===== config.mk =====
export PLATFORM = sky130hd
export DESIGN_NAME = misaligned_load_store_fixup_unit
export DESIGN_NICKNAME = d
export VERILOG_FILES = /design/src/hw/rtl/mlsf_pkg.sv /design/src/hw/rtl/misaligned_load_store_fixup_unit.sv
export SDC_FILE = /design/constraint.sdc
export NUM_CORES = 1
export LEC_CHECK = 0
export ABC_AREA = 1
export BUFFER_PORTS_ARGS = -buffer_cell sky130_fd_sc_hd__buf_4
export CAP_MARGIN = 20
export CELL_PAD_IN_SITES_DETAIL_PLACEMENT = 2
export CELL_PAD_IN_SITES_GLOBAL_PLACEMENT = 2
export CORE_ASPECT_RATIO = 1.25
export CORE_MARGIN = 10
export CORE_UTILIZATION = 30
export CTS_BUF_LIST = sky130_fd_sc_hd__clkbuf_4 sky130_fd_sc_hd__clkbuf_8
export DETAILED_ROUTE_END_ITERATION = 16
export GPL_ROUTABILITY_DRIVEN = 0
export PLACE_DENSITY = 0.81
export SLEW_MARGIN = 20
export SYNTH_ARGS = -nofsm -noshare
export SYNTH_HDL_FRONTEND = slang
export SYNTH_SLANG_ARGS = --single-unit

===== constraint.sdc =====
create_clock -name clk -period 17.1 [get_ports clk]
set_input_delay 0.855 -clock clk [delete_from_list [all_inputs] [get_ports clk]]
set_output_delay 0.855 -clock clk [all_outputs]
set_load 0.01 [all_outputs]

===== src/hw/rtl/mlsf_pkg.sv =====
`timescale 1ns / 1ps
// Types, codes and byte-lane helpers shared by the misaligned load/store fixup unit.
package mlsf_pkg;

	localparam logic [1:0] ST_NONE  = 2'd0;
	localparam logic [1:0] ST_OK    = 2'd1;
	localparam logic [1:0] ST_FAULT = 2'd2;

	localparam logic [2:0] DK_NONE = 3'd0;
	localparam logic [2:0] DK_INT  = 3'd1;
	localparam logic [2:0] DK_FSGL = 3'd2;
	localparam logic [2:0] DK_FDBL = 3'd3;
	localparam logic [2:0] DK_FSR  = 3'd4;

	localparam logic [4:0] SZ_NONE = 5'd0;
	localparam logic [4:0] SZ_BYTE = 5'd1;
	localparam logic [4:0] SZ_HALF = 5'd2;
	localparam logic [4:0] SZ_WORD = 5'd4;
	localparam logic [4:0] SZ_DBL  = 5'd8;
	localparam logic [4:0] SZ_QUAD = 5'd16;

	localparam logic [7:0] ASI_P    = 8'h80;
	localparam logic [7:0] ASI_S    = 8'h81;
	localparam logic [7:0] ASI_PL   = 8'h88;
	localparam logic [7:0] ASI_SL   = 8'h89;

	localparam logic [1:0] OP_MEM = 2'b11;
	localparam logic [5:0] OP3_SWAP_MASK = 6'h0d;
	localparam logic [5:0] OP3_RSVD_MASK = 6'h0f;

	localparam logic REG_LIMIT = 1'b0;
	localparam logic [31:0] LIMIT_RESET = 32'hffff_ffff;

	typedef struct packed {
		logic [1:0]  status;
		logic [31:0] address;
		logic [4:0]  access_size;
		logic        is_store;
		logic [63:0] mem_write_low;
		logic [63:0] mem_write_high;
		logic [2:0]  dest_kind;
		logic [4:0]  dest_index;
		logic [63:0] write_first;
		logic [63:0] write_second;
		logic        pair_write;
	} result_t;

	function automatic logic [63:0] size_mask(input logic [4:0] sz);
		case (sz)
			SZ_BYTE: size_mask = 64'h0000_0000_0000_00ff;
			SZ_HALF: size_mask = 64'h0000_0000_0000_ffff;
			SZ_WORD: size_mask = 64'h0000_0000_ffff_ffff;
			default: size_mask = '1;
		endcase
	endfunction

	function automatic logic [63:0] rev64(input logic [63:0] v);
		logic [63:0] r;
		r = '0;
		for (int i = 0; i < 8; i++) begin
			r[8*i +: 8] = v[8*(7-i) +: 8];
		end
		rev64 = r;
	endfunction

	function automatic logic [63:0] rev_sized(input logic [63:0] v, input logic [4:0] sz);
		case (sz)
			SZ_HALF: rev_sized = {48'd0, v[7:0], v[15:8]};
			SZ_WORD: rev_sized = {32'd0, v[7:0], v[15:8], v[23:16], v[31:24]};
			SZ_DBL:  rev_sized = rev64(v);
			SZ_QUAD: rev_sized = rev64(v);
			default: rev_sized = {56'd0, v[7:0]};
		endcase
	endfunction

endpackage


===== src/hw/rtl/misaligned_load_store_fixup_unit.sv =====
`timescale 1ns / 1ps
// Misaligned load/store fixup unit: decode, address check and byte formatting.
//
// channel | handshake                   | words
// in      | in_valid / in_ready         | instruction, operands, asi, store and fetched data
// out     | out_valid / out_ready       | status, address, size, store image, load writes
// cfg     | psel penable pwrite pready  | user_address_limit at byte address 0
//
// Path from acceptance to result: input register, one pass of decode,
// 32-bit address add and limit compare, then the result register.
// One word per cycle sustained; in_ready drops only when both registers are full
// and out_ready is low.
// Reset clears the valid flags and sets the limit to all ones.
module misaligned_load_store_fixup_unit (
	input  logic        clk,
	input  logic        arst_n,
	input  logic        in_valid,
	output logic        in_ready,
	input  logic [31:0] instruction,
	input  logic [63:0] base_value,
	input  logic [63:0] index_value,
	input  logic [7:0]  default_asi,
	input  logic [63:0] store_first,
	input  logic [63:0] store_second,
	input  logic [63:0] memory_low,
	input  logic [63:0] memory_high,
	output logic        out_valid,
	input  logic        out_ready,
	output logic [1:0]  status,
	output logic [31:0] address,
	output logic [4:0]  access_size,
	output logic        is_store,
	output logic [63:0] mem_write_low,
	output logic [63:0] mem_write_high,
	output logic [2:0]  dest_kind,
	output logic [4:0]  dest_index,
	output logic [63:0] write_first,
	output logic [63:0] write_second,
	output logic        pair_write,
	input  logic        psel,
	input  logic        penable,
	input  logic        pwrite,
	input  logic [2:0]  paddr,
	input  logic [31:0] pwdata,
	output logic [31:0] prdata,
	output logic        pready
);
	import mlsf_pkg::*;

	logic        v_s1;
	logic        v_s2;
	logic [31:0] limit_q;
	logic [31:0] inst_s1;
	logic [31:0] base_s1;
	logic [31:0] index_s1;
	logic [7:0]  dasi_s1;
	logic [63:0] sf_s1;
	logic [63:0] ss_s1;
	logic [63:0] ml_s1;
	logic [63:0] mh_s1;
	result_t     res;
	result_t     res_s2;
	logic        in_fire;
	logic        adv;

	assign in_fire = in_valid && in_ready;
	assign adv = v_s1 && (!v_s2 || out_ready);
	assign in_ready = !v_s1 || !v_s2 || out_ready;
	assign pready = 1'b1;
	assign prdata = (paddr[2] == REG_LIMIT) ? limit_q : 32'd0;

	always_ff @(posedge clk or negedge arst_n) begin
		if (!arst_n) begin
			limit_q <= LIMIT_RESET;
		end else if (psel && penable && pwrite && pready && paddr[2] == REG_LIMIT) begin
			limit_q <= pwdata;
		end
	end

	always_ff @(posedge clk or negedge arst_n) begin
		if (!arst_n) begin
			v_s1 <= 1'b0;
			v_s2 <= 1'b0;
		end else begin
			if (in_fire) begin
				v_s1 <= 1'b1;
			end else if (adv) begin
				v_s1 <= 1'b0;
			end
			if (adv) begin
				v_s2 <= 1'b1;
			end else if (out_ready) begin
				v_s2 <= 1'b0;
			end
		end
	end

	always_ff @(posedge clk) begin
		if (in_fire) begin
			inst_s1  <= instruction;
			base_s1  <= base_value[31:0];
			index_s1 <= index_value[31:0];
			dasi_s1  <= default_asi;
			sf_s1    <= store_first;
			ss_s1    <= store_second;
			ml_s1    <= memory_low;
			mh_s1    <= memory_high;
		end
		if (adv) begin
			res_s2 <= res;
		end
	end

	always_comb begin
		logic [5:0]  op3;
		logic [4:0]  rd;
		logic [4:0]  rd_eff;
		logic        is_flt;
		logic        imm;
		logic        st;
		logic        sgn;
		logic        fsr;
		logic        pair;
		logic [4:0]  sz;
		logic [7:0]  asi;
		logic        little;
		logic        asi_bad;
		logic        handled;
		logic [31:0] addr;
		logic [63:0] mask;
		logic [63:0] lo;
		logic [63:0] hi;
		logic [63:0] first;
		logic [63:0] second;
		logic        top;

		op3    = inst_s1[24:19];
		rd     = inst_s1[29:25];
		is_flt = inst_s1[24];
		imm    = inst_s1[13];
		st     = inst_s1[21];
		sgn    = inst_s1[22];
		fsr    = 1'b0;
		pair   = 1'b0;
		sz     = SZ_NONE;
		rd_eff = rd;

		if (is_flt) begin
			case (op3[1:0])
				2'd0: sz = SZ_WORD;
				2'd1: begin
					fsr = 1'b1;
					sz = (rd == 5'd0) ? SZ_WORD : SZ_DBL;
				end
				2'd2: sz = SZ_QUAD;
				default: sz = SZ_DBL;
			endcase
			if (sz != SZ_WORD && !fsr) begin
				rd_eff = {rd[0], rd[4:1]};
			end
		end else begin
			case (op3[3:0])
				4'h0, 4'h4, 4'h8: sz = SZ_WORD;
				4'h1, 4'h5, 4'h9: sz = SZ_BYTE;
				4'h2, 4'h6, 4'ha: sz = SZ_HALF;
				4'h3, 4'h7: begin
					pair = 1'b1;
					sz = SZ_DBL;
				end
				4'hb, 4'he: sz = SZ_DBL;
				default: sz = SZ_NONE;
			endcase
		end

		asi = imm ? dasi_s1 : inst_s1[12:5];
		little = op3[4] && (asi == ASI_PL || asi == ASI_SL);
		asi_bad = op3[4] && !(asi == ASI_PL || asi == ASI_SL || asi == ASI_P || asi == ASI_S);
		handled = (inst_s1[31:30] == OP_MEM) && ((op3 & OP3_SWAP_MASK) != OP3_SWAP_MASK)
			&& ((op3 & OP3_RSVD_MASK) != OP3_RSVD_MASK) && (sz != SZ_NONE) && !asi_bad;

		addr = base_s1 + (imm ? {{19{inst_s1[12]}}, inst_s1[12:0]} : index_s1);
		mask = size_mask(sz);

		lo = pair ? {sf_s1[31:0], ss_s1[31:0]} : (sf_s1 & mask);
		hi = (sz == SZ_QUAD) ? ss_s1 : 64'd0;
		if (little) begin
			if (sz == SZ_QUAD) begin
				lo = rev64(ss_s1);
				hi = rev64(sf_s1);
			end else begin
				lo = rev_sized(lo, sz);
			end
		end

		second = 64'd0;
		top = 1'b0;
		if (sz == SZ_QUAD) begin
			first = little ? rev64(mh_s1) : ml_s1;
			second = little ? rev64(ml_s1) : mh_s1;
		end else begin
			first = ml_s1 & mask;
			if (little) begin
				first = rev_sized(first, sz);
			end
			case (sz)
				SZ_BYTE: top = first[7];
				SZ_HALF: top = first[15];
				SZ_WORD: top = first[31];
				default: top = 1'b0;
			endcase
			if (sgn && top) begin
				first = first | ~mask;
			end
		end

		res = '0;
		if (handled) begin
			res.address = addr;
			res.access_size = sz;
			res.is_store = st;
			if (addr >= limit_q) begin
				res.status = ST_FAULT;
			end else begin
				res.status = ST_OK;
				if (st) begin
					res.mem_write_low = lo;
					res.mem_write_high = hi;
				end else if (is_flt) begin
					if (fsr) begin
						res.dest_kind = DK_FSR;
						res.write_first = first;
					end else if (sz == SZ_WORD) begin
						res.dest_kind = DK_FSGL;
						res.dest_index = rd_eff;
						res.write_first = {32'd0, first[31:0]};
					end else begin
						res.dest_kind = DK_FDBL;
						res.dest_index = rd_eff;
						res.write_first = first;
						if (sz == SZ_QUAD) begin
							res.write_second = second;
							res.pair_write = 1'b1;
						end
					end
				end else begin
					res.dest_kind = DK_INT;
					res.dest_index = rd_eff;
					if (pair) begin
						res.write_first = {32'd0, first[63:32]};
						res.write_second = {32'd0, first[31:0]};
						res.pair_write = 1'b1;
					end else begin
						res.write_first = first;
					end
				end
			end
		end
	end

	assign out_valid      = v_s2;
	assign status         = res_s2.status;
	assign address        = res_s2.address;
	assign access_size    = res_s2.access_size;
	assign is_store       = res_s2.is_store;
	assign mem_write_low  = res_s2.mem_write_low;
	assign mem_write_high = res_s2.mem_write_high;
	assign dest_kind      = res_s2.dest_kind;
	assign dest_index     = res_s2.dest_index;
	assign write_first    = res_s2.write_first;
	assign write_second   = res_s2.write_second;
	assign pair_write     = res_s2.pair_write;

`ifndef NO_ASSERTIONS
	a_fault_no_writes: assert property (@(posedge clk) disable iff (!arst_n)
		out_valid && status == ST_FAULT |-> dest_kind == DK_NONE && !pair_write
			&& mem_write_low == 64'd0 && mem_write_high == 64'd0)
		else $error("fault result carries write data");

	a_store_no_dest: assert property (@(posedge clk) disable iff (!arst_n)
		out_valid && is_store |-> dest_kind == DK_NONE && write_first == 64'd0)
		else $error("store result names a destination");

	a_none_is_zero: assert property (@(posedge clk) disable iff (!arst_n)
		out_valid && status == ST_NONE |-> address == 32'd0 && access_size == SZ_NONE)
		else $error("unhandled result is not cleared");

	a_pair_kind: assert property (@(posedge clk) disable iff (!arst_n)
		out_valid && pair_write |-> (dest_kind == DK_INT && access_size == SZ_DBL)
			|| (dest_kind == DK_FDBL && access_size == SZ_QUAD))
		else $error("pair write on a single-register load");

	a_no_overrun: assert property (@(posedge clk) disable iff (!arst_n)
		v_s1 && v_s2 && !out_ready |=> v_s1 && v_s2)
		else $error("pipeline word lost under stall");
`endif

endmodule

==> results.sh <==
export IMPL_worst_pin_slew_ns=1.06
export IMPL_die_w_um=317
export IMPL_final_antenna_net_count=0
export IMPL_die_h_um=391
export IMPL_clock_latency_ns=0.89
export IMPL_final_hold_viol_count=0
export IMPL_final_common_cell="buf_4"
export IMPL_fin_tns_setup_ns=0
export IMPL_ir_drop_mv=0.0791
export IMPL_hold_ws_ns=0.144
export IMPL_dp_slack_ns=9.39
export IMPL_coreArea_mm2=0.110
export IMPL_power_share_sequential_pct=46.1
export IMPL_fin_nets=4530
export IMPL_drcViolationCount=0
export IMPL_reg2reg_slack_ns=9.44
export IMPL_swShare_pct=30.8
export IMPL_postRouteWirelength_um=172000
export IMPL_crit_type="reg2reg"
export IMPL_arrival_ns=8.21
export IMPL_cellLeakagePower_nw=17.9
export IMPL_cts_made_buffers=130
export IMPL_final_cell_mix="buf_4, edfxtp_1, nand2_1"
export IMPL_synth_fp_nets=3821
export IMPL_hold_start="memory_high[33]"
export IMPL_fp_dieArea_mm2=0.124
export IMPL_initial_core_util_pct=30.1
export IMPL_regToRegStartpoint="inst_s1[13]$_DFFE_PP_"
export IMPL_synth_top_cell_by_area="edfxtp_1"
export IMPL_vias=29600
export IMPL_grt_pass1_vias=32000
export IMPL_p_switching_mw=1.39
export IMPL_internal_power_mw=3.13
export IMPL_power_density_mw_per_mm2=106
export IMPL_vias_per_cell=5.33
export IMPL_cts_htree_levels=4
export IMPL_crit_end="mem_write_high[22]$_SDFFCE_PP0P_"
export IMPL_async_flop_share_pct=4.91
export IMPL_max_freq_mhz=131
export IMPL_syn_avg_cell_area_um2=10.0
export IMPL_synthTopCellsByArea="edfxtp_1, nand2_1, o21ai_0"
export IMPL_synth_flop_cell="edfxtp_1"
export IMPL_ctsHoldBuffers=1
export IMPL_ys_ff_latch=693
export IMPL_maxSlewHeadroom_pct=29.2
export IMPL_cts_setup_buffers=0
export IMPL_hold_class="in2reg"
export IMPL_synth_seq_area_share_pct=62.6
export IMPL_ys_types=49
export IMPL_endpoint_kind="register"
export IMPL_yosysWarnings=0
export IMPL_rows=136
export IMPL_syn_cell_area_mm2=0.0330
export IMPL_clkPwrFrac_pct=36.2
export IMPL_clock_sinks=693
export IMPL_path_max_fanout=73
export IMPL_antenna_found_initial=49
export IMPL_min_period_over_period_pct=44.8
export IMPL_ctsLongestPathBuffers=3
export IMPL_clk_pin_slew_worst_paths_ns=0.06
export IMPL_slew_viol_final=0
export IMPL_pin_count=806
export IMPL_drt_initial_drc_count=2336
export IMPL_gr_total_overflow=0
export IMPL_finalSetupViolCount=0
export IMPL_required_ns=17.65
export IMPL_pwr_share_comb_pct=17.8
export IMPL_grt_pass1_wl_um=238000
export IMPL_drive_gt1_share_pct=25.4
export IMPL_cts_root_buffer="clkbuf_8"
export IMPL_area_growth_syn_to_layout_pct=28.7
export IMPL_track_usage_pct=27.0
export IMPL_r2r_cells=26
export IMPL_postSynthCellCount=3291
export IMPL_cp_start_kind="register"
export IMPL_rsz0062_at_grt="false"
export IMPL_timing_rr_end="mem_write_high[22]$_SDFFCE_PP0P_"
export IMPL_fin_crit_ns=7.66
export IMPL_post_cts_resized=0
export IMPL_status="finished, final reports clean"
export IMPL_maxCapViolCount=0
export IMPL_drtPass1Iterations=7
export IMPL_tritoncts="built"
export IMPL_routedWlPerCell_um=30.9
export IMPL_grt_max_degree=145
export IMPL_synth_edf_count=659
export IMPL_yosysTopAreaCellShare_pct=59.9
export IMPL_dp_hpwl_um=127000
export IMPL_crit_path_start="inst_s1[13]$_DFFE_PP_"
export IMPL_port_buffers=732
export IMPL_worst_slack_ns=9.44
export IMPL_finalClockSkew_ns=0.0533
==> synth_stat cells, types with 2 or more instances <==
cell	n
edfxtp_1	659
nand2_1	650
nor2_1	362
inv_1	282
o21ai_0	274
a21oi_1	247
clkbuf_1	142
nand3_1	112
nor3_1	91
o22ai_1	66
ha_1	63
o211ai_1	48
buf_2	35
dfstp_2	32
a31oi_1	24
buf_1	24
a211oi_1	20
xor2_1	19
a221oi_1	15
o21ai_1	15
o221ai_1	14
nand4_1	11
nor3b_1	8
xnor2_1	8
a22oi_1	6
inv_2	6
o21a_1	6
o21bai_1	6
o32ai_1	5
a21o_1	4
nand2_2	4
nor4_1	4
a21boi_0	3
a32oi_1	3
buf_4	3
nand3b_1	3
dfrtp_1	2
nand3_2	2
o2111ai_1	2
or2_2	2
==> sequential cells by signal, indices dropped and copies added, names as in the netlist <==
name            cells
status              2
base_s1            32
v_s1                1
mh_s1              64
ml_s1              64
dest_kind           3
inst_s1            27
index_s1           32
out_valid           1
is_store            1
address            32
mem_write_high     64
sf_s1              64
dest_index          5
ss_s1              64
limit_q            32
write_first        64
write_second       64
access_size         5
pair_write          1
dasi_s1             7
mem_write_low      64
==> layer usage <==
| layer | global-route usage (%) | share of wire [%] | vias up | routed length (µm) |
|---|---|---|---|---|
| li1 | - | - | 12900 | - |
| met4 | 15.3 | 5.8 | 54 | 9900 |
| met3 | 9.34 | 9.3 | 371 | 16000 |
| met5 | 0 | 0.21 | - | 360 |
| met2 | 46.1 | 49 | 1330 | 84600 |
| met1 | 28.7 | 35 | 14900 | 60800 |
==> critical path: stages, from the launching register on <==
cell	delay, ns
edfxtp_1	0.73
inv_2	0.24
buf_4	0.30
nand2_1	0.10
nand2_1	0.22
ha_1	0.45
nand3_1	0.09
nand2_1	0.14
nand2_1	0.08
nand2_1	0.15
a21oi_1	0.14
o21ai_0	0.45
nand2_1	0.15
o21ai_0	0.33
a21oi_1	0.13
xor2_1	0.51
inv_1	0.10
ha_1	0.29
nand2_1	0.07
nor4_1	0.29
and3_1	0.24
nand3_1	0.07
nand4_1	0.20
nor2_1	0.15
nand2_4	0.56
buf_4	0.84
nor3_1	0.18
==> cell type report <==
class                      count  area, µm²
tap                         1449       1810
sequential                   693      20700
fill                       12000      67100
multi-input combinational   2105      10500
clock buffer                 174       2140
clock inverter                47        333
antenna                       21       52.6
inverter                     289       1090
timing repair buffer         781       5880
==> kinds of logic (layout without fill, tap and decap cells) <==
kind of cell	after synthesis	count (layout)	share of synthesized area (%)
fa+ha+maj	64	64	2.45
flops	693	693	62.6
buf+inv	493	1291	5.77
other cells	1	22	0.0114
compound gates	759	759	13.0
simple gates	1254	1254	15.4
xor+xnor	27	27	0.716
==> worst min-delay path by stage <==
stage                             end  cells after the start  slack [ns]
3_3_place_gp    out_valid$_DFFE_PN0P_                      2        0.47
3_5_place_dp   limit_q[0]$_DFFE_PN1P_                      2        0.49
5_1_grt            sf_s1[8]$_DFFE_PP_                      1        0.09
2_1_floorplan   out_valid$_DFFE_PN0P_                      2        0.43
4_1_cts           ml_s1[10]$_DFFE_PP_                      1        0.06
6_report          mh_s1[33]$_DFFE_PP_                      1        0.14
==> metrics by stage <==
stage               instances  utilization, %  instance area, µm²  power, mW
floorplan                3291               -               33000       2.53
global placement         5316            36.5               40000       2.88
detailed placement       5316            36.5               40000       2.92
CTS                      5538            38.7               42500       4.57
global route             5552            38.8               42500       4.70
finish                   5559            38.8               42500       4.52
==> power by group through the flow <==
stage / sequential [mW] / combinational, mW / clock [mW]
6_report: 2.08 / 0.802 / 1.63
5_1_grt: 2.09 / 0.869 / 1.74
4_1_cts: 2.08 / 0.811 / 1.68
3_5_place_dp: 2.11 / 0.802 / 0
3_3_place_gp: 2.11 / 0.774 / 0
2_1_floorplan: 2.17 / 0.359 / 0
(Power assumes the default switching activity.)
